--- src/sv/wtc_pkg.sv ---
// Shared types, constants and codes for the word tokenize and count unit.
package wtc_pkg;

    localparam int TABLE_ENTRIES_DEF = 1024;
    localparam int MAX_CHARS_DEF     = 49;

    localparam logic [5:0]  MIN_LEN_RESET  = 6'd2;
    localparam logic [10:0] CAPACITY_RESET = 11'd1024;
    localparam logic [31:0] COUNT_MAX      = 32'hFFFF_FFFF;

    localparam logic [7:0] CFG_MIN_WORD_LEN = 8'd0;
    localparam logic [7:0] CFG_CAPACITY     = 8'd1;

    localparam logic [1:0] ST_EXISTING = 2'd0;
    localparam logic [1:0] ST_ADDED    = 2'd1;
    localparam logic [1:0] ST_DROPPED  = 2'd2;

    typedef enum logic [1:0] {
        S_IDLE,
        S_LOOKUP,
        S_CMP,
        S_COMMIT
    } state_t;

    typedef struct packed {
        logic accept;
        logic lookup_rd;
        logic step_idx;
        logic mark_found;
        logic commit;
    } cmd_t;

    typedef struct packed {
        logic word_ready;
        logic at_end;
        logic match;
        logic out_free;
    } sts_t;

endpackage

--- src/sv/wtc_ctrl.sv ---
// Controller state machine: byte intake, table search sequencing and commit.
module wtc_ctrl (
    input  logic          aclk,
    input  logic          aresetn,
    input  logic          s_valid,
    output logic          s_ready,
    input  wtc_pkg::sts_t sts,
    output wtc_pkg::cmd_t cmd
);

    wtc_pkg::state_t state_reg, state_next;

    always_ff @(posedge aclk) begin
        if (!aresetn) begin
            state_reg <= wtc_pkg::S_IDLE;
        end else begin
            state_reg <= state_next;
        end
    end

    always_comb begin
        state_next = state_reg;
        unique case (state_reg)
            wtc_pkg::S_IDLE: begin
                if (s_valid && sts.word_ready) state_next = wtc_pkg::S_LOOKUP;
            end
            wtc_pkg::S_LOOKUP: begin
                state_next = sts.at_end ? wtc_pkg::S_COMMIT : wtc_pkg::S_CMP;
            end
            wtc_pkg::S_CMP: begin
                state_next = sts.match ? wtc_pkg::S_COMMIT : wtc_pkg::S_LOOKUP;
            end
            wtc_pkg::S_COMMIT: begin
                if (sts.out_free) state_next = wtc_pkg::S_IDLE;
            end
            default: state_next = wtc_pkg::S_IDLE;
        endcase
    end

    always_comb begin
        cmd     = '0;
        s_ready = 1'b0;
        unique case (state_reg)
            wtc_pkg::S_IDLE: begin
                s_ready    = 1'b1;
                cmd.accept = s_valid;
            end
            wtc_pkg::S_LOOKUP: begin
                cmd.lookup_rd = !sts.at_end;
            end
            wtc_pkg::S_CMP: begin
                cmd.mark_found = sts.match;
                cmd.step_idx   = !sts.match;
            end
            wtc_pkg::S_COMMIT: begin
                cmd.commit = sts.out_free;
            end
            default: ;
        endcase
    end

endmodule

--- config.mk ---
export PLATFORM = sky130hd
export DESIGN_NAME = wtc_ctrl
export DESIGN_NICKNAME = d
export VERILOG_FILES = /design/src/sv/wtc_pkg.sv /design/src/sv/wtc_ctrl.sv
export SDC_FILE = /design/constraint.sdc
export NUM_CORES = 1
export LEC_CHECK = 0
export ABC_AREA = 1
export BUFFER_PORTS_ARGS = -buffer_cell sky130_fd_sc_hd__buf_2
export CAP_MARGIN = 30
export CORE_AREA = 2 2 39 41
export CTS_BUF_LIST = sky130_fd_sc_hd__clkbuf_8
export DETAILED_ROUTE_END_ITERATION = 10
export DIE_AREA = 0 0 41 43
export PLACE_DENSITY = 0.38
export REMOVE_ABC_BUFFERS = 1
export SYNTH_ARGS = -nofsm -noshare
export SYNTH_HDL_FRONTEND = slang
export SYNTH_SLANG_ARGS = --single-unit
--- constraint.sdc ---
create_clock -name aclk -period 0.9 [get_ports aclk]
set_input_delay 0.09 -clock aclk [delete_from_list [all_inputs] [get_ports aclk]]
set_output_delay 0.09 -clock aclk [all_outputs]
set_load 0.05 [all_outputs]
==> run summary <==
At the end of routability-driven placement, the weighted congestion stood at 0.622. The tools report the sequential-to-total area share from yosys stat as 30.8%. The die is 43 microns tall. The tools report the number of CTS-inserted buffers as 3. The library cell used as clock root buffer is sky130_fd_sc_hd__clkbuf_8. The worst setup path is captured at a primary output.

In the final routed layout, each cell accounts on average for 7.65 microns. In the global route stage, overall resource usage came out at 7.01%. The number of buffer and inverter instances along the worst setup path came out at 1. The post-synthesis to final-layout area growth was 165%; the post-synthesis instance area was 130 sq um.

Entering global routing, the biggest net connects 8 pins. Net switching is 30.5% of the power. The post-detailed-route count of antenna-violating nets was 0; the part of the total power dissipated in sequential elements was 18.0%.

The horizontal extent of the die is 41 microns, and the internal power is 467 uW. The run gives 1 as the depth of the CTS H-tree. The tools report the starting utilization of the core area as 9.40%.

The floorplan step defined a die boundary enclosing 1760 sq um. The run gives 2 as the maximum clock insertion buffer count. The synthesized netlist contains 9 unique library cells. For the worst setup path, the data arrival time is 950 ps. Counting I/O delays and the setup requirement, the final critical path takes 1040 ps. The worst relative slew slack was 89.5%; the leftover overflow at the end of global routing was 0. The count of boundary I/O pins is 13, and the combinational cell fraction of total power is 29.9%. Hold is met by 127 ps. OpenSTA, run right after detailed placement, puts the worst setup slack at -92.8 ps. At the end of the flow, the number of nets in the layout was 50. The logs give 0 for the initial antenna violation count and 14 for the cell row count. Static timing analysis puts the maximum clock frequency at 960 MHz. Walking the worst path, the cells encountered are nor3b_2 > buf_6. Detailed placement ended at an HPWL of 329 microns. Clock-pin slew was measured on the worst setup and hold paths at 30 ps. The checks that failed: negative setup slack. The run gives 0 as the number of maximum-capacitance constraint violations.

After clock tree synthesis, the setup repair step added 0 buffers. In the finished design, the share of the clock period the worst path needs comes to 116%. The path category of the worst min-delay check is in2reg. For the remaining design rule violation count, the log shows 0.

Worst-margin pin slew: 157 ps. After technology mapping, the gate count stands at 22. Setup repair after global routing could not meet its margin everywhere. The number of flip-flops under the largest register name came out at 2.

TritonCTS built the clock tree. For the worst-skew pair, the clock arrives at the later sink with an insertion delay of 210 ps. The vias per cell was 3.37; the average instance area after synthesis was 5.91 sq um.

The run finished, with violations left. The logs give 1380 sq um for the core footprint and 25.0% for the final core utilization. The number of sinks on the clock net was 2; the leakage power of the design was 0.000192 uW. The repair_antennas step left the layout with diodes totalling 0. The first routing iteration left 0 violations.

The number of global-route vias before repair is 180, and the power density over the cells is 1940 nW/um^2. Clock power share: 52.1%. In this run the tool buffered the top-level ports with 12 buffer cells. STA classifies the critical path startpoint as a flop. The cell class contributing the biggest share of worst-path delay was flip-flops.

The worst setup path is of the reg2out kind. The synthesized design contains 2 register bits. The logs give 6 for the final number of setup-violating endpoints and 0.000805 V for the maximum resistive drop on vdd. Number of max-slew violations in the final report: 0. The first global-routing pass estimated 752 microns of wire.

At the worst endpoint, the required time is 810 ps. Smallest setup slack after layout: -142 ps. Of the cells placed in the final design, the portion with a size suffix greater than 1 is 61.0%.

For this run, the number of Yosys warnings is 0. Across the routed clock network, the largest skew measured is 6.03 ps. Delay of the slowest cell on the worst path: 360 ps. Critical path's slowest cell: sky130_fd_sc_hd__dfxtp_4. The count of filler cells inserted in the layout is 161, and the aggregate routed wire length is 436 microns. Of all nets on the critical path, the largest fanout is 6. The number of iterations in the first detailed-routing pass came out at 1. The total net switching power was 205 uW. The logs give 192 for the routed via count and 0 for the hold violation total from the final report.
## area by class of cell
class	count	area, sq um	area share [%]
tap	16	20.0	5.80
inverter	6	22.5	6.52
multi-input combinational	14	82.6	23.9
clock buffer	3	41.3	12.0
sequential	2	47.5	13.8
timing repair buffer	16	131	38.0
## worst paths after layout
kind,to,depth (start not counted),slack [ps],start
setup / recovery,cmd[4],2,-140,state_reg[1]
hold / removal,state_reg[0],3,130,aresetn
setup reg to reg,state_reg[0],5,70,state_reg[1]
hold reg to reg,state_reg[1],2,530,state_reg[0]
## power by group through the flow
stage / clock [uW] / sequential, uW / combinational [uW]
floorplan: 0 / 112 / 111
global placement: 0 / 115 / 164
detailed placement: 0 / 116 / 162
CTS: 362 / 122 / 203
global route: 381 / 124 / 216
finish: 350 / 121 / 201
## layout by cell type (no fill, tap or decap)
cell type,instances
sky130_fd_sc_hd__buf_2,6
sky130_fd_sc_hd__nand2_1,6
sky130_fd_sc_hd__nor2_4,1
sky130_fd_sc_hd__nor3_2,1
sky130_fd_sc_hd__buf_6,7
sky130_fd_sc_hd__nor3b_2,1
sky130_fd_sc_hd__nand3_1,3
sky130_fd_sc_hd__buf_4,3
sky130_fd_sc_hd__a21boi_1,1
sky130_fd_sc_hd__nor2_1,1
sky130_fd_sc_hd__clkbuf_8,3
sky130_fd_sc_hd__dfxtp_4,2
sky130_fd_sc_hd__inv_2,1
sky130_fd_sc_hd__inv_1,5
## stage by stage
step / setup TNS [ps] / cell area, sq um / total power (uW) / cells
2_1_floorplan: -1690 / 130 / 223 / 22
3_3_place_gp: -408 / 240 / 279 / 54
3_5_place_dp: -388 / 240 / 279 / 54
4_1_cts: -805 / 345 / 687 / 57
5_1_grt: -1080 / 345 / 721 / 57
6_report: -732 / 345 / 672 / 57
## metal layers
layer	GRT usage, %	up-vias	wire [microns]
met3	5.76	0	64
met1	8.92	79	191
met5	0	-	0
met2	6.88	8	179
met4	6.00	0	0
li1	-	105	-
## cells in the mapped netlist
cell type / count / share of area, %
sky130_fd_sc_hd__dfxtp_1: 2 / 31
sky130_fd_sc_hd__inv_1: 6 / 17
sky130_fd_sc_hd__a21boi_1: 1 / 5.8
sky130_fd_sc_hd__nand3_1: 3 / 12
sky130_fd_sc_hd__nor3_1: 1 / 3.8
sky130_fd_sc_hd__nor2_2: 1 / 4.8
sky130_fd_sc_hd__nor2_1: 1 / 2.9
sky130_fd_sc_hd__nor3b_1: 1 / 5.8
sky130_fd_sc_hd__nand2_1: 6 / 17
## logic make-up after synthesis
group | after synthesis | synth area share [%]
AOI/OAI and AO/OA | 1 | 5.77
buffers and inverters | 6 | 17.3
DFF | 2 | 30.8
and+or+nand+nor | 13 | 46.1
## tightest hold or removal path: cells and delay by family
kind / cells / cell delay [ps]
simple gates: 2 / 100
buf+inv: 1 / 100
## timing repair
action / CTS / global route
hold buffers: 0 / 0
setup endpoints to repair: 7 / 7
pin swaps: 1 / 0
resized for setup: 21 / 0
endpoints found under the hold margin: 0 / 0
(Power assumes the default switching activity.)
